`config.mk`:
```
export PLATFORM = sky130hd
export DESIGN_NAME = btwm_ram
export DESIGN_NICKNAME = d
export VERILOG_FILES = /design/src/design/btwm_ram.sv
export SDC_FILE = /design/constraint.sdc
export NUM_CORES = 1
export LEC_CHECK = 0
export ABC_AREA = 0
export ABC_CLOCK_PERIOD_IN_PS = 2800
export BUFFER_PORTS_ARGS = -buffer_cell sky130_fd_sc_hd__buf_2
export CORE_ASPECT_RATIO = 0.7
export CORE_UTILIZATION = 45
export CTS_CLUSTER_DIAMETER = 40
export DETAILED_ROUTE_END_ITERATION = 16
export GPL_ROUTABILITY_DRIVEN = 0
export HOLD_SLACK_MARGIN = 0.03
export SETUP_SLACK_MARGIN = 0.1
export SLEW_MARGIN = 20
export SYNTH_ARGS = -nofsm -noshare
export SYNTH_HDL_FRONTEND = slang
export SYNTH_SLANG_ARGS = --single-unit
```
`constraint.sdc`:
```
create_clock -name clk -period 2.8 [get_ports clk]
set_clock_uncertainty 0.1 [all_clocks]
set_input_delay 0.42 -clock clk [delete_from_list [all_inputs] [get_ports clk]]
set_output_delay 0.42 -clock clk [all_outputs]
set_load 0.01 [all_outputs]
```
`src/design/btwm_ram.sv`:
```
// Generic single-port RAM with registered read data.
module btwm_ram #(
	parameter int WIDTH = 8,
	parameter int DEPTH = 16
) (
	input  logic                     clk,
	input  logic                     we,
	input  logic [$clog2(DEPTH)-1:0] addr,
	input  logic [WIDTH-1:0]         wdata,
	output logic [WIDTH-1:0]         rdata
);

	logic [WIDTH-1:0] mem [DEPTH];

	always_ff @(posedge clk) begin
		if (we) begin
			mem[addr] <= wdata;
		end
		rdata <= mem[addr];
	end

endmodule

```
==> flow_metrics.env <==
export IMPL_worst_r2r_setup_slack_ps=1310
export IMPL_worstPathArrival_ps=2010
export IMPL_postSynthAreaPerCell_um2=22.0
export IMPL_synthTopCellsByCount="128 x edfxtp_1, 32 x mux4_2, 16 x a22oi_1"
export IMPL_crit_path_start_kind="primary input"
export IMPL_path_cells="buf_2 -> buf_4 -> mux4_2 -> a22oi_1 -> nand2_1"
export IMPL_postCtsSetupBuffers=0
export IMPL_max_stage_delay_ps=540
export IMPL_synth_edf_count=128
export IMPL_fillers=856
export IMPL_clk_path_buf_depth=2
export IMPL_port_buffer_count=21
export IMPL_grtUsageTotal_pct=18.1
export IMPL_worst_hold_startpoint="wdata[5]"
export IMPL_synthCells=230
export IMPL_timing_worst_setup_path_type="primary input to flip-flop"
export IMPL_relSlewSlack_pct=39.9
export IMPL_rsz0062_at_grt="false"
export IMPL_synth_nets=244
export IMPL_fp_dieW_um=129
export IMPL_required_ps=2970
export IMPL_hold_path_class="primary input to flip-flop"
export IMPL_initial_core_util_pct=46.2
export IMPL_die_area_um2=11700
export IMPL_critPathMaxFanout=13
export IMPL_place_ws_ps=518
export IMPL_drt_wirelength_per_cell_um=20.9
export IMPL_antenna_found_initial=0
export IMPL_yosysUniqueCellTypes=18
export IMPL_cts_tree="built"
export IMPL_rr_worst_depth=3
export IMPL_final_layout_size_suffix_gt1_share_pct=35.7
export IMPL_endpoint_kind="flip-flop"
export IMPL_hold_viol=0
export IMPL_viasPerCell=5.30
export IMPL_cts_root_buf="clkbuf_16"
export IMPL_final_max_slew_viol_count=0
export IMPL_period_needed_ps=1840
export IMPL_n_antenna_cell=0
export IMPL_ios=22
export IMPL_multiInputGateArea_um2=1000
export IMPL_ir_drop_mv=0.444
export IMPL_final_area_um2=5990
export IMPL_setup_viol=0
export IMPL_ys_ff_latch=136
export IMPL_path_clk_slew_ps=50
export IMPL_fin_ws_ps=964
export IMPL_rows=32
export IMPL_crit_slowest_cell="mux4_2"
export IMPL_crit_family="buffers and inverters"
export IMPL_grt_max_degree=23
export IMPL_leakagePower_nw=2.00
export IMPL_dr_pass1_iters=4
export IMPL_whs_path_depth=1
export IMPL_grt_first_pass_wirelength_mm=14.4
export IMPL_yosysTopAreaCell="edfxtp_1"
export IMPL_r2r_end="rdata[5]"
export IMPL_cts_resized=0
export IMPL_timing_rr_start="mem[10][5]"
export IMPL_fmax_mhz=545
export IMPL_grt_pass1_vias=2375
export IMPL_h_tree_depth=4
export IMPL_holdPathEnd="mem[15][5]"
export IMPL_hpwl_mm=5.98
export IMPL_clkSinkCount=136
export IMPL_synth_cell_area_um2=5070
export IMPL_drv_cap=0
export IMPL_routed_wirelength_mm=9.33
export IMPL_gr_total_overflow=0
export IMPL_core_area_um2=11000
export IMPL_postCtsHoldBufs=0
export IMPL_worst_path_buf_inv=2
export IMPL_seq_area_um2=4000
export IMPL_tns_ps=0
export IMPL_status="finished, final reports clean"
export IMPL_numCtsBuffers=17
export IMPL_yosysTopAreaCellShare_pct=75.9
export IMPL_yosys_most_used_dff="edfxtp_1"
export IMPL_worstMarginPinSlew_ps=898
export IMPL_powerDensity_nw_per_um2=738
export IMPL_drc=0
export IMPL_ant_nets=0
export IMPL_timing_final_crit_share_pct=65.6
export IMPL_syn_to_final_growth_pct=18.1
export IMPL_nets=295
export IMPL_clock_latency_ps=410
export IMPL_yosys_top_cells_area="edfxtp_1 76%, mux4_2 14%, dfxtp_1 3.2%"
export IMPL_vias=2369
export IMPL_yosysMostFrequentCell="edfxtp_1"
export IMPL_yosysWarnings=0
export IMPL_ys_seq_area_share_pct=79.0
export IMPL_async_flop_share_pct=0
export IMPL_initialDrtViolationCount=233
export IMPL_fp_dieH_um=90.8
export IMPL_postPlaceCellArea_um2=5470
## how the worst max path moves through the flow
stage	start	end	slack (ps)	depth (start not counted)
2_1_floorplan	addr[2]	mem[0][0]	790	2
3_3_place_gp	addr[1]	mem[7][4]	540	5
3_5_place_dp	addr[0]	rdata[5]	520	5
4_1_cts	addr[0]	rdata[5]	950	5
5_1_grt	addr[0]	rdata[4]	870	5
6_report	addr[0]	rdata[5]	960	5
## stage by stage
stage	total power, mW	utilization [%]	hold WS, ps	cells
2_1_floorplan	2.45	-	419	230
3_3_place_gp	2.54	49.9	569	415
3_5_place_dp	2.55	49.9	570	415
4_1_cts	4.45	54.6	287	447
5_1_grt	4.56	54.6	305	447
6_report	4.42	54.6	298	447
## worst reg2reg max path: cells and delay by family, from the launching register on
kind             cells  cell delay [ps]
flip-flops           1              370
AND/OR/NAND/NOR      1              130
multiplexers         1              470
AO/OA/AOI/OAI        1              290
## state kept, by name, summed over array words and instances, names as in the netlist
| name | flops |
|---|---|
| rdata | 8 |
| mem | 128 |
## where the power goes
group / internal, mW / switching, mW / total [mW]
Combinational: 0.0884 / 0.122 / 0.211
Clock: 1.16 / 0.762 / 1.92
Sequential: 2.28 / 0.0109 / 2.29
## routing by layer
| metal | routed length, µm | track usage, % | share of wire, % | vias up |
|---|---|---|---|---|
| met3 | 509 | 3.91 | 5.5 | 12 |
| met1 | 4400 | 27.0 | 47 | 1225 |
| li1 | - | - | - | 1066 |
| met5 | 0 | 0 | 0 | - |
| met4 | 150 | 9.12 | 1.6 | 0 |
| met2 | 4270 | 25.1 | 46 | 66 |
## cells by family (layout without fill, tap and decap cells)
family	after synthesis	in the layout	share of synthesized area (%)
and+or+nand+nor	35	35	3.21
AOI/OAI and AO/OA	16	16	2.37
DFF	136	136	79.0
buffers and inverters	11	75	1.19
muxes	32	32	14.2
## cell usage in the layout (no fill, tap or decap), drive strengths merged
cell / Yosys / layout
nor2b: 2 / 2
dfxtp: 8 / 8
nand3: 1 / 1
a22oi: 16 / 16
nand3b: 2 / 2
or3b: 1 / 1
and2: 1 / 1
nand2: 9 / 9
clkbuf: 3 / 21
buf: 8 / 43
edfxtp: 128 / 128
clkinv: 0 / 10
nor3: 4 / 4
clkinvlp: 0 / 1
mux4: 32 / 32
nor2: 13 / 13
nand2b: 2 / 2
## area by class of cell
type / count / share of cell area [%]
Timing Repair Buffer: 43 / 4.52
Tap cell: 153 / 3.20
Sequential cell: 136 / 66.9
Multi-Input combinational cell: 83 / 16.8
Clock inverter: 11 / 0.941
Clock buffer: 21 / 7.69
Note: power is estimated with default switching activity, not from simulation.
